--- src/design/rrc_pkg.sv ---
// ---------------------------------------------------------------------------
// rrc_pkg: shared types and constants for the region range cache
// Entry count, request kind codes, status codes, register indexes, register
// reset values and the command bundle between controller and datapath.
// ---------------------------------------------------------------------------
package rrc_pkg;

   // Cache geometry
   localparam int ENTRIES  = 8;
   localparam int CURSOR_W = (ENTRIES > 1) ? $clog2(ENTRIES) : 1;

   // Request kind codes
   localparam logic [1:0] KIND_PROBE = 2'd0;
   localparam logic [1:0] KIND_FILL  = 2'd1;
   localparam logic [1:0] KIND_FLUSH = 2'd2;

   // Response status codes
   localparam logic [2:0] ST_HIT     = 3'd0;
   localparam logic [2:0] ST_MISS    = 3'd1;
   localparam logic [2:0] ST_REFUSED = 3'd2;
   localparam logic [2:0] ST_FILLED  = 3'd3;
   localparam logic [2:0] ST_FLUSHED = 3'd4;

   // Register indexes
   localparam logic [1:0] CSR_MAX_USES = 2'd0;
   localparam logic [1:0] CSR_FLOOR    = 2'd1;
   localparam logic [1:0] CSR_CEILING  = 2'd2;

   // Register reset values
   localparam logic [7:0]  MAX_USES_RST = 8'd240;
   localparam logic [31:0] FLOOR_RST    = 32'h0001_0000;
   localparam logic [31:0] CEILING_RST  = 32'h7FFF_0000;

   // Controller to datapath commands
   typedef struct packed {
      logic capture;   // latch the accepted request
      logic commit;    // apply the request and load the response register
   } dp_cmd_type;

endpackage

--- src/design/rrc_if.sv ---
// ---------------------------------------------------------------------------
// rrc_if: channel interfaces of the region range cache
// Request, response and register write channels, each a valid/ready pair
// with its payload.
// ---------------------------------------------------------------------------

// Request channel
interface rrc_req_if;
   logic        valid;
   logic        ready;
   logic [1:0]  kind;
   logic [31:0] address;
   logic [3:0]  access_bytes;
   logic [31:0] region_base;
   logic [31:0] region_length;
   logic        region_ok;

   modport source (output valid, kind, address, access_bytes, region_base,
                   region_length, region_ok, input ready);
   modport sink   (input valid, kind, address, access_bytes, region_base,
                   region_length, region_ok, output ready);
endinterface

// Response channel
interface rrc_rsp_if;
   logic        valid;
   logic        ready;
   logic [2:0]  status;
   logic [31:0] hit_count;
   logic [31:0] query_count;

   modport source (output valid, status, hit_count, query_count, input ready);
   modport sink   (input valid, status, hit_count, query_count, output ready);
endinterface

// Register write channel
interface rrc_csr_if;
   logic        valid;
   logic        ready;
   logic [1:0]  index;
   logic [31:0] data;

   modport source (output valid, index, data, input ready);
   modport sink   (input valid, index, data, output ready);
endinterface

--- src/design/rrc_ctrl.sv ---
// ---------------------------------------------------------------------------
// rrc_ctrl: request sequencer
// Two-state machine: accept a request, then apply it once the response
// register is free. Owns the response valid flag.
// ---------------------------------------------------------------------------
module rrc_ctrl
   import rrc_pkg::*;
(
   input  logic       clock,
   input  logic       reset,
   input  logic       req_valid,
   output logic       req_ready,
   output logic       rsp_valid,
   input  logic       rsp_ready,
   output dp_cmd_type cmd
);

   typedef enum logic [1:0] {
      ST_IDLE = 2'b01,
      ST_EXEC = 2'b10
   } state_type;

   state_type state_ff, state_in;
   logic      rsp_valid_ff, rsp_valid_in;
   logic      out_free;

   // Response register can take a new result this cycle
   assign out_free = !rsp_valid_ff || rsp_ready;

   // Next state and commands
   always_comb begin
      state_in    = state_ff;
      cmd.capture = 1'b0;
      cmd.commit  = 1'b0;
      req_ready   = 1'b0;
      unique case (state_ff)
         ST_IDLE: begin
            req_ready   = 1'b1;
            cmd.capture = req_valid;
            if (req_valid) state_in = ST_EXEC;
         end
         ST_EXEC: begin
            if (out_free) begin
               cmd.commit = 1'b1;
               state_in   = ST_IDLE;
            end
         end
         default: state_in = ST_IDLE;
      endcase
   end

   // Response valid: set on commit, cleared when taken
   assign rsp_valid_in = cmd.commit || (rsp_valid_ff && !rsp_ready);
   assign rsp_valid    = rsp_valid_ff;

   always_ff @(posedge clock) begin
      if (reset) begin
         state_ff     <= ST_IDLE;
         rsp_valid_ff <= 1'b0;
      end else begin
         state_ff     <= state_in;
         rsp_valid_ff <= rsp_valid_in;
      end
   end

endmodule

--- src/design/rrc_datapath.sv ---
// ---------------------------------------------------------------------------
// rrc_datapath: entry store, range compare and counters
// Holds the registers, the captured request, the entry table and the
// response register. All entries are compared in parallel; the first
// match wins.
// ---------------------------------------------------------------------------
module rrc_datapath
   import rrc_pkg::*;
(
   input  logic        clock,
   input  logic        reset,
   input  dp_cmd_type  cmd,
   // request payload
   input  logic [1:0]  req_kind,
   input  logic [31:0] req_address,
   input  logic [3:0]  req_access_bytes,
   input  logic [31:0] req_region_base,
   input  logic [31:0] req_region_length,
   input  logic        req_region_ok,
   // register writes
   input  logic        csr_write,
   input  logic [1:0]  csr_index,
   input  logic [31:0] csr_data,
   // response payload
   output logic [2:0]  rsp_status,
   output logic [31:0] rsp_hit_count,
   output logic [31:0] rsp_query_count
);

   // Registers
   logic [7:0]  max_uses_ff;
   logic [31:0] floor_ff, ceiling_ff;

   // Captured request
   logic [1:0]  kind_ff;
   logic [31:0] addr_ff, base_ff;
   logic [32:0] stop_ff, rend_ff;
   logic        ok_ff;

   // Entry table and bookkeeping
   logic [31:0]         begin_ff [ENTRIES];
   logic [32:0]         end_ff   [ENTRIES];
   logic [7:0]          uses_ff  [ENTRIES];
   logic [CURSOR_W-1:0] cursor_ff, cursor_in;
   logic [31:0]         hits_ff, hits_in, queries_ff, queries_in;

   // Response register
   logic [2:0]  status_ff, status_in;
   logic [31:0] hit_out_ff, query_out_ff;

   // Decode
   logic               in_win, probe_live, hit, miss, fill_ok, flush, taken;
   logic [ENTRIES-1:0] match, first, expire;
   logic               ends_empty;

   // Register writes
   always_ff @(posedge clock) begin
      if (reset) begin
         max_uses_ff <= MAX_USES_RST;
         floor_ff    <= FLOOR_RST;
         ceiling_ff  <= CEILING_RST;
      end else if (csr_write) begin
         unique case (csr_index)
            CSR_MAX_USES: max_uses_ff <= csr_data[7:0];
            CSR_FLOOR:    floor_ff    <= csr_data;
            CSR_CEILING:  ceiling_ff  <= csr_data;
            default: ;
         endcase
      end
   end

   // Request capture; end sums kept 33 bits so they never wrap
   always_ff @(posedge clock) begin
      if (cmd.capture) begin
         kind_ff <= req_kind;
         addr_ff <= req_address;
         base_ff <= req_region_base;
         stop_ff <= {1'b0, req_address} + {29'd0, req_access_bytes};
         rend_ff <= {1'b0, req_region_base} + {1'b0, req_region_length};
         ok_ff   <= req_region_ok;
      end
   end

   // Parallel range compare, first-match select, use expiry
   always_comb begin
      taken = 1'b0;
      for (int i = 0; i < ENTRIES; i++) begin
         match[i]  = (end_ff[i] != 33'd0) && (addr_ff >= begin_ff[i])
                     && (stop_ff <= end_ff[i]);
         expire[i] = ({1'b0, uses_ff[i]} + 9'd1) > {1'b0, max_uses_ff};
         first[i]  = match[i] && !taken;
         taken     = taken || match[i];
      end
   end

   assign in_win     = (addr_ff >= floor_ff) && (addr_ff < ceiling_ff);
   assign probe_live = (kind_ff == KIND_PROBE) && in_win;
   assign hit        = probe_live && ((first & ~expire) != '0);
   assign miss       = probe_live && !hit;
   assign fill_ok    = (kind_ff == KIND_FILL) && in_win && ok_ff && (stop_ff <= rend_ff);
   assign flush      = (kind_ff == KIND_FLUSH);

   // Status, counters and round-robin cursor
   always_comb begin
      case (kind_ff)
         KIND_PROBE: status_in = !in_win ? ST_REFUSED : (hit ? ST_HIT : ST_MISS);
         KIND_FILL:  status_in = fill_ok ? ST_FILLED : ST_REFUSED;
         KIND_FLUSH: status_in = ST_FLUSHED;
         default:    status_in = ST_REFUSED;
      endcase
      hits_in    = hits_ff + {31'd0, hit};
      queries_in = queries_ff + {31'd0, miss};
      cursor_in  = cursor_ff;
      if (fill_ok) begin
         if (cursor_ff == CURSOR_W'(ENTRIES - 1)) cursor_in = '0;
         else cursor_in = cursor_ff + CURSOR_W'(1);
      end
   end

   // Entry table and counters update on commit
   always_ff @(posedge clock) begin
      if (reset) begin
         for (int i = 0; i < ENTRIES; i++) begin
            begin_ff[i] <= '0;
            end_ff[i]   <= '0;
            uses_ff[i]  <= '0;
         end
         cursor_ff  <= '0;
         hits_ff    <= '0;
         queries_ff <= '0;
      end else if (cmd.commit) begin
         for (int i = 0; i < ENTRIES; i++) begin
            if (flush || (probe_live && first[i] && expire[i])) begin
               begin_ff[i] <= '0;
               end_ff[i]   <= '0;
               uses_ff[i]  <= '0;
            end else if (probe_live && first[i]) begin
               uses_ff[i] <= uses_ff[i] + 8'd1;
            end else if (fill_ok && (cursor_ff == CURSOR_W'(i))) begin
               begin_ff[i] <= base_ff;
               end_ff[i]   <= rend_ff;
               uses_ff[i]  <= '0;
            end
         end
         cursor_ff  <= cursor_in;
         hits_ff    <= hits_in;
         queries_ff <= queries_in;
      end
   end

   // Response register
   always_ff @(posedge clock) begin
      if (cmd.commit) begin
         status_ff    <= status_in;
         hit_out_ff   <= hits_in;
         query_out_ff <= queries_in;
      end
   end

   assign rsp_status      = status_ff;
   assign rsp_hit_count   = hit_out_ff;
   assign rsp_query_count = query_out_ff;

   // All entries empty
   always_comb begin
      ends_empty = 1'b1;
      for (int i = 0; i < ENTRIES; i++) begin
         if (end_ff[i] != 33'd0) ends_empty = 1'b0;
      end
   end

`ifndef SYNTHESIS
   a_first_onehot: assert property (@(posedge clock) disable iff (reset)
      $onehot0(first))
      else $error("more than one entry selected");

   a_cursor_range: assert property (@(posedge clock) disable iff (reset)
      cursor_ff <= CURSOR_W'(ENTRIES - 1))
      else $error("fill cursor out of range");

   a_flush_clears: assert property (@(posedge clock) disable iff (reset)
      cmd.commit && flush |=> ends_empty)
      else $error("flush left an entry populated");

   a_counters_hold: assert property (@(posedge clock) disable iff (reset)
      !cmd.commit |=> $stable(hits_ff) && $stable(queries_ff))
      else $error("counter moved without a commit");
`endif

endmodule

--- src/design/region_range_cache.sv ---
// ---------------------------------------------------------------------------
// region_range_cache: round-robin cache of readable address ranges
// Probes check an address against cached ranges with use-count expiry;
// fills install a region answer; flushes clear the table.
//
//   channel   dir  handshake      payload
//   req_bus   in   valid/ready    kind, address, access_bytes, region_base,
//                                 region_length, region_ok
//   rsp_bus   out  valid/ready    status, hit_count, query_count
//   csr_bus   in   valid/ready    index, data (always ready)
//
// Each request is first captured, then the parallel compare runs over all
// entries and the table is updated.
// A result sits in the response register while the next request is captured;
// the apply cycle waits only if that register is still full.
// Synchronous active-high reset clears the table, cursor, counters and
// loads the register defaults; no clearing pass is needed.
// ---------------------------------------------------------------------------
module region_range_cache
   import rrc_pkg::*;
(
   input logic         clock,
   input logic         reset,
   rrc_req_if.sink     req_bus,
   rrc_rsp_if.source   rsp_bus,
   rrc_csr_if.sink     csr_bus
);

   dp_cmd_type cmd;

   // Register port never stalls
   assign csr_bus.ready = 1'b1;

   // Sequencer
   rrc_ctrl u_ctrl (
      .clock     (clock),
      .reset     (reset),
      .req_valid (req_bus.valid),
      .req_ready (req_bus.ready),
      .rsp_valid (rsp_bus.valid),
      .rsp_ready (rsp_bus.ready),
      .cmd       (cmd)
   );

   // Table, compare and counters
   rrc_datapath u_datapath (
      .clock             (clock),
      .reset             (reset),
      .cmd               (cmd),
      .req_kind          (req_bus.kind),
      .req_address       (req_bus.address),
      .req_access_bytes  (req_bus.access_bytes),
      .req_region_base   (req_bus.region_base),
      .req_region_length (req_bus.region_length),
      .req_region_ok     (req_bus.region_ok),
      .csr_write         (csr_bus.valid),
      .csr_index         (csr_bus.index),
      .csr_data          (csr_bus.data),
      .rsp_status        (rsp_bus.status),
      .rsp_hit_count     (rsp_bus.hit_count),
      .rsp_query_count   (rsp_bus.query_count)
   );

endmodule

--- src/flat_wrapper.sv ---
// flat-port wrapper written by rule: the top's interface ports become plain ports
module region_range_cache_flat import rrc_pkg::*;
  (clock, reset, req_bus_valid, req_bus_kind, req_bus_address, req_bus_access_bytes, req_bus_region_base, req_bus_region_length, req_bus_region_ok, req_bus_ready, rsp_bus_valid, rsp_bus_status, rsp_bus_hit_count, rsp_bus_query_count, rsp_bus_ready, csr_bus_valid, csr_bus_index, csr_bus_data, csr_bus_ready);
  rrc_req_if req_bus_i ();
  rrc_rsp_if rsp_bus_i ();
  rrc_csr_if csr_bus_i ();
  input logic clock;
  input logic reset;
  input wire logic [$bits(req_bus_i.valid)-1:0] req_bus_valid;
  input wire logic [$bits(req_bus_i.kind)-1:0] req_bus_kind;
  input wire logic [$bits(req_bus_i.address)-1:0] req_bus_address;
  input wire logic [$bits(req_bus_i.access_bytes)-1:0] req_bus_access_bytes;
  input wire logic [$bits(req_bus_i.region_base)-1:0] req_bus_region_base;
  input wire logic [$bits(req_bus_i.region_length)-1:0] req_bus_region_length;
  input wire logic [$bits(req_bus_i.region_ok)-1:0] req_bus_region_ok;
  output wire logic [$bits(req_bus_i.ready)-1:0] req_bus_ready;
  output wire logic [$bits(rsp_bus_i.valid)-1:0] rsp_bus_valid;
  output wire logic [$bits(rsp_bus_i.status)-1:0] rsp_bus_status;
  output wire logic [$bits(rsp_bus_i.hit_count)-1:0] rsp_bus_hit_count;
  output wire logic [$bits(rsp_bus_i.query_count)-1:0] rsp_bus_query_count;
  input wire logic [$bits(rsp_bus_i.ready)-1:0] rsp_bus_ready;
  input wire logic [$bits(csr_bus_i.valid)-1:0] csr_bus_valid;
  input wire logic [$bits(csr_bus_i.index)-1:0] csr_bus_index;
  input wire logic [$bits(csr_bus_i.data)-1:0] csr_bus_data;
  output wire logic [$bits(csr_bus_i.ready)-1:0] csr_bus_ready;
  assign req_bus_i.valid = req_bus_valid;
  assign req_bus_i.kind = req_bus_kind;
  assign req_bus_i.address = req_bus_address;
  assign req_bus_i.access_bytes = req_bus_access_bytes;
  assign req_bus_i.region_base = req_bus_region_base;
  assign req_bus_i.region_length = req_bus_region_length;
  assign req_bus_i.region_ok = req_bus_region_ok;
  assign req_bus_ready = req_bus_i.ready;
  assign rsp_bus_valid = rsp_bus_i.valid;
  assign rsp_bus_status = rsp_bus_i.status;
  assign rsp_bus_hit_count = rsp_bus_i.hit_count;
  assign rsp_bus_query_count = rsp_bus_i.query_count;
  assign rsp_bus_i.ready = rsp_bus_ready;
  assign csr_bus_i.valid = csr_bus_valid;
  assign csr_bus_i.index = csr_bus_index;
  assign csr_bus_i.data = csr_bus_data;
  assign csr_bus_ready = csr_bus_i.ready;
  region_range_cache u_core (.clock(clock), .reset(reset), .req_bus(req_bus_i), .rsp_bus(rsp_bus_i), .csr_bus(csr_bus_i));
endmodule
--- config.mk ---
export PLATFORM = sky130hd
export DESIGN_NAME = region_range_cache_flat
export DESIGN_NICKNAME = d
export VERILOG_FILES = /design/src/design/rrc_pkg.sv /design/src/design/rrc_if.sv /design/src/design/rrc_ctrl.sv /design/src/design/rrc_datapath.sv /design/src/design/region_range_cache.sv /design/src/flat_wrapper.sv
export SDC_FILE = /design/constraint.sdc
export NUM_CORES = 2
export LEC_CHECK = 0
export BUFFER_PORTS_ARGS = -buffer_cell sky130_fd_sc_hd__buf_2
export CAP_MARGIN = 20
export CORE_UTILIZATION = 60
export CTS_BUF_LIST = sky130_fd_sc_hd__clkbuf_8
export CTS_CLUSTER_SIZE = 25
export DETAILED_ROUTE_END_ITERATION = 12
export GPL_TIMING_DRIVEN = 1
export PLACE_DENSITY_LB_ADDON = 0.2
export SYNTH_ARGS = -nofsm -noshare
export SYNTH_HDL_FRONTEND = slang
export SYNTH_SLANG_ARGS = --single-unit
--- constraint.sdc ---
create_clock -name clock -period 13.7 [get_ports clock]
set_input_delay 2.74 -clock clock [delete_from_list [all_inputs] [get_ports clock]]
set_output_delay 2.74 -clock clock [all_outputs]
set_load 0.05 [all_outputs]
==> results.yml <==
power_and_ir_drop:
  power.density_nw_per_um2: 109.0
  ir_drop_mv: 0.1067
  p_total_uw: 6523
  leakage_uw: 0.02548
yosys:
  synth-async-reset-ratio_pct: 0
  syn_inst: 5161
  synthFlopType: "edfxtp_1"
  synth-seq-cells: 926
  synthDistinctLibCells: 88
  syn_area_sq_um: 54440
  ys_seq_area_share_pct: 48.46
  synth_nets: 6039
  synth-edff-count: 784
  synth.avg_cell_area_sq_um: 10.55
  synth_warnings: 0
floorplan:
  fp.dieW_microns: 303.2
  die_area_sq_um: 91950
  rows: 110
  core_sq_um: 90010
  pin_count: 212
  start_util_pct: 60.48
  dieHeight_microns: 303.2
global_routing:
  grt_start_max_net_pins: 77
  first_global_vias: 38430
  antenna_found_initial: 17
  grt_first_pass_wirelength_microns: 228100
  grtUsageTotal_pct: 33.68
  grt_overflow: 0
cts:
  path_clk_slew_ns: 0.06
  clk_latency_ns: 0.87
  cts_resized: 0
  cts_buffers: 160
  post-cts-setup-buffer-count: 0
  cts_sinks: 926
  root_buffer: "clkbuf_8"
  htreeDepth: 4
  cts_buffer_depth: 3
  cts_tree: "built"
  cts.hold.buffers_added: 0
cells_and_area:
  drive_gt1_share_pct: 8.791
  finalNetCount: 6338
  area_growth_pct: 9.967
  fin_cells: 6766
job:
  drv_cap: 0
setup_path:
  worst_setup_path_end_kind: "register"
  cp_slowest_cell: "nor4_1"
  cp_cell_sequence: "ha_1, and4_1, nand4bb_1, or3_1, nor4_1, o22ai_2, a211oi_1, o211ai_1, a211o_1, a21oi_1, ha_1, ha_1, nand3_1, nor2_1, and3_1, nand3_1, nor2b_1, and3_1, and3_1, nand2_1, or3_1, a21oi_1"
  arrival_ns: 7.94
  setup.worst_path.class: "reg2reg"
  crit_path_max_incr_delay_ns: 0.83
  startpoint: "u_core.u_datapath.stop_ff[23]"
  critPathLaunchType: "register"
  r2r-start: "u_core.u_datapath.stop_ff[23]"
  crit_fanout: 9
  cp.required_ns: 14.47
route:
  drt_first_pass_iters: 6
  drt.antenna.violating_nets: 0
  drtIter0Drc: 4017
  top_layer_used: "met5"
  route.detailed.drc: 0
  vias_per_cell: 5.979
  wirelength_microns: 154800
  wl_met1_microns: 63330
  route.met2.wl_microns: 68230
  wl_per_cell_microns: 22.88
  wl_met3_microns: 16570
  via_count: 40450
sta:
  max_freq_ghz: 0.1395
  drv_slew: 0
  relSlewSlack_pct: 25.21
  tns_ns: 0
  clock_skew_ns: 0.05529
  min_period_ns: 7.169
  min_period_over_period_pct: 52.33
  finalHoldViolCount: 0
  worst_pin_slew_ns: 1.115
  rsz0062_at_grt: "no"
  setup_viol: 0
place:
  port_buffers: 210
  place_congestion: 0.9852
  placedCellCount: 6468
  hpwl_microns: 113900
worst_hold_path:
  min_from: "u_core.u_datapath.ceiling_ff[14]"
  hp-class: "reg2reg"
status:
  status: "completed"
stage by stage:
stage               area, sq um  hold slack [ns]  utilization (%)  setup slack [ns]
floorplan                 54440           0.4363                -             4.845
global placement          56760           0.4425            63.06             6.927
detailed placement        56770           0.4482            63.07             6.736
CTS                       59740           0.4554            66.37             6.720
global route              59860           0.4690            66.51             6.130
finish                    59870           0.4536            66.51             6.531
kinds of logic (layout without fill, tap and decap cells):
group / Yosys count / after routing / synth area share [%]
simple gates: 1737 / 1737 / 16.85
flops: 926 / 926 / 48.46
compound gates: 792 / 792 / 9.007
buf+inv: 759 / 1183 / 5.343
fa+ha+maj: 736 / 736 / 16.94
xor+xnor: 206 / 206 / 3.314
mux: 4 / 4 / 0.07355
other cells: 1 / 6 / 0.006888
state kept, by name, summed over array words and instances (netlist names):
name and cells:
u_core.u_ctrl.state_ff 2, u_core.u_datapath.rsp_status 3, u_core.u_datapath.rsp_query_count 32, u_core.u_datapath.floor_ff 32, u_core.u_datapath.kind_ff 2, u_core.u_datapath.hits_ff 32
u_core.u_datapath.rend_ff 33, u_core.u_datapath.cursor_ff 3, u_core.u_datapath.ok_ff 1, u_core.u_datapath.rsp_hit_count 32, u_core.u_datapath.queries_ff 32, u_core.u_datapath.stop_ff 33
u_core.u_ctrl.rsp_valid 1, u_core.u_datapath.uses_ff 64, u_core.u_datapath.max_uses_ff 8, u_core.u_datapath.addr_ff 32, u_core.u_datapath.base_ff 32, u_core.u_datapath.ceiling_ff 32
u_core.u_datapath.begin_ff 256, u_core.u_datapath.end_ff 264
worst paths after layout:
path | slack (ns) | endpoint | cells past startpoint
setup / recovery | 6.53 | u_core.u_datapath.queries_ff[28] | 22
hold / removal | 0.45 | u_core.u_datapath.ceiling_ff[14] | 2
setup reg to reg | 6.53 | u_core.u_datapath.queries_ff[28] | 22
hold reg to reg | 0.45 | u_core.u_datapath.ceiling_ff[14] | 2
synthesized netlist by cell type (5+ instances only):
cell type	instances	share of area, %
o22ai_1	6	0.069
clkbuf_2	7	0.064
nand3_1	115	1.1
and2_1	435	5.0
a221oi_1	14	0.23
o21ai_0	162	1.5
clkbuf_1	85	0.59
nor3_1	58	0.53
a211oi_1	55	0.76
nor2_1	319	2.2
ha_1	734	17
or3_1	39	0.45
o2111ai_1	6	0.097
nand3b_1	9	0.12
o31ai_1	5	0.069
o21a_1	18	0.25
nor2b_1	64	0.74
a211o_1	8	0.13
a2111oi_0	7	0.11
nor2b_2	6	0.097
nor4_1	72	0.83
a21oi_1	299	2.7
nand4_1	138	1.6
a21o_1	96	1.3
edfxtp_1	784	43
nand2_1	350	2.4
o211ai_1	39	0.54
and4_1	23	0.37
nand2b_1	21	0.24
xor2_1	105	1.7
a221o_1	5	0.092
dfxtp_1	142	5.2
inv_1	655	4.5
o21bai_1	19	0.26
nor3b_1	5	0.069
xnor2_1	101	1.6
buf_6	5	0.10
and3_1	51	0.59
a31oi_1	11	0.13
a21boi_0	5	0.069
worst max-delay path, delay by kind of cell, from the launching register on:
family / cells / cell delay (ns)
adder cells (fa/ha/maj): 3 / 0.89
AO/OA/AOI/OAI: 6 / 1.55
AND/OR/NAND/NOR: 13 / 3.97
flip-flops: 1 / 0.65
routing by layer:
layer	up-vias	global-route usage [%]
li1	18920	-
met1	19460	45.12
met2	1706	51.35
met3	348	8.974
met4	18	14.99
met5	-	0
placed cells by master, fill, tap and decap left out, types with 115 or more instances in the layout:
| cell type | n |
|---|---|
| nand3_1 | 115 |
| buf_2 | 212 |
| nand2_1 | 349 |
| ha_1 | 734 |
| dfxtp_1 | 142 |
| nor2_1 | 319 |
| and2_1 | 434 |
| edfxtp_1 | 784 |
| clkbuf_8 | 168 |
| o21ai_0 | 160 |
| inv_1 | 711 |
| a21oi_1 | 299 |
| nand4_1 | 138 |
power breakdown:
group          total [uW]  internal, uW  leakage, uW  switching (uW)
combinational         799           295       0.0148             503
clock                2390          1220      0.00173            1170
sequential           3330          3170      0.00897             160
total                6520          4690       0.0255            1840
area by class of cell:
class / instances / area [sq um]
clock inverter: 119 / 664.4
sequential: 926 / 26390
timing repair buffer: 241 / 1351
inverter: 655 / 2461
antenna: 5 / 12.51
fill: 7099 / 30140
tap: 1176 / 1471
multi-input combinational: 3476 / 25210
clock buffer: 168 / 2312
Note: power is estimated with default switching activity, not from simulation.
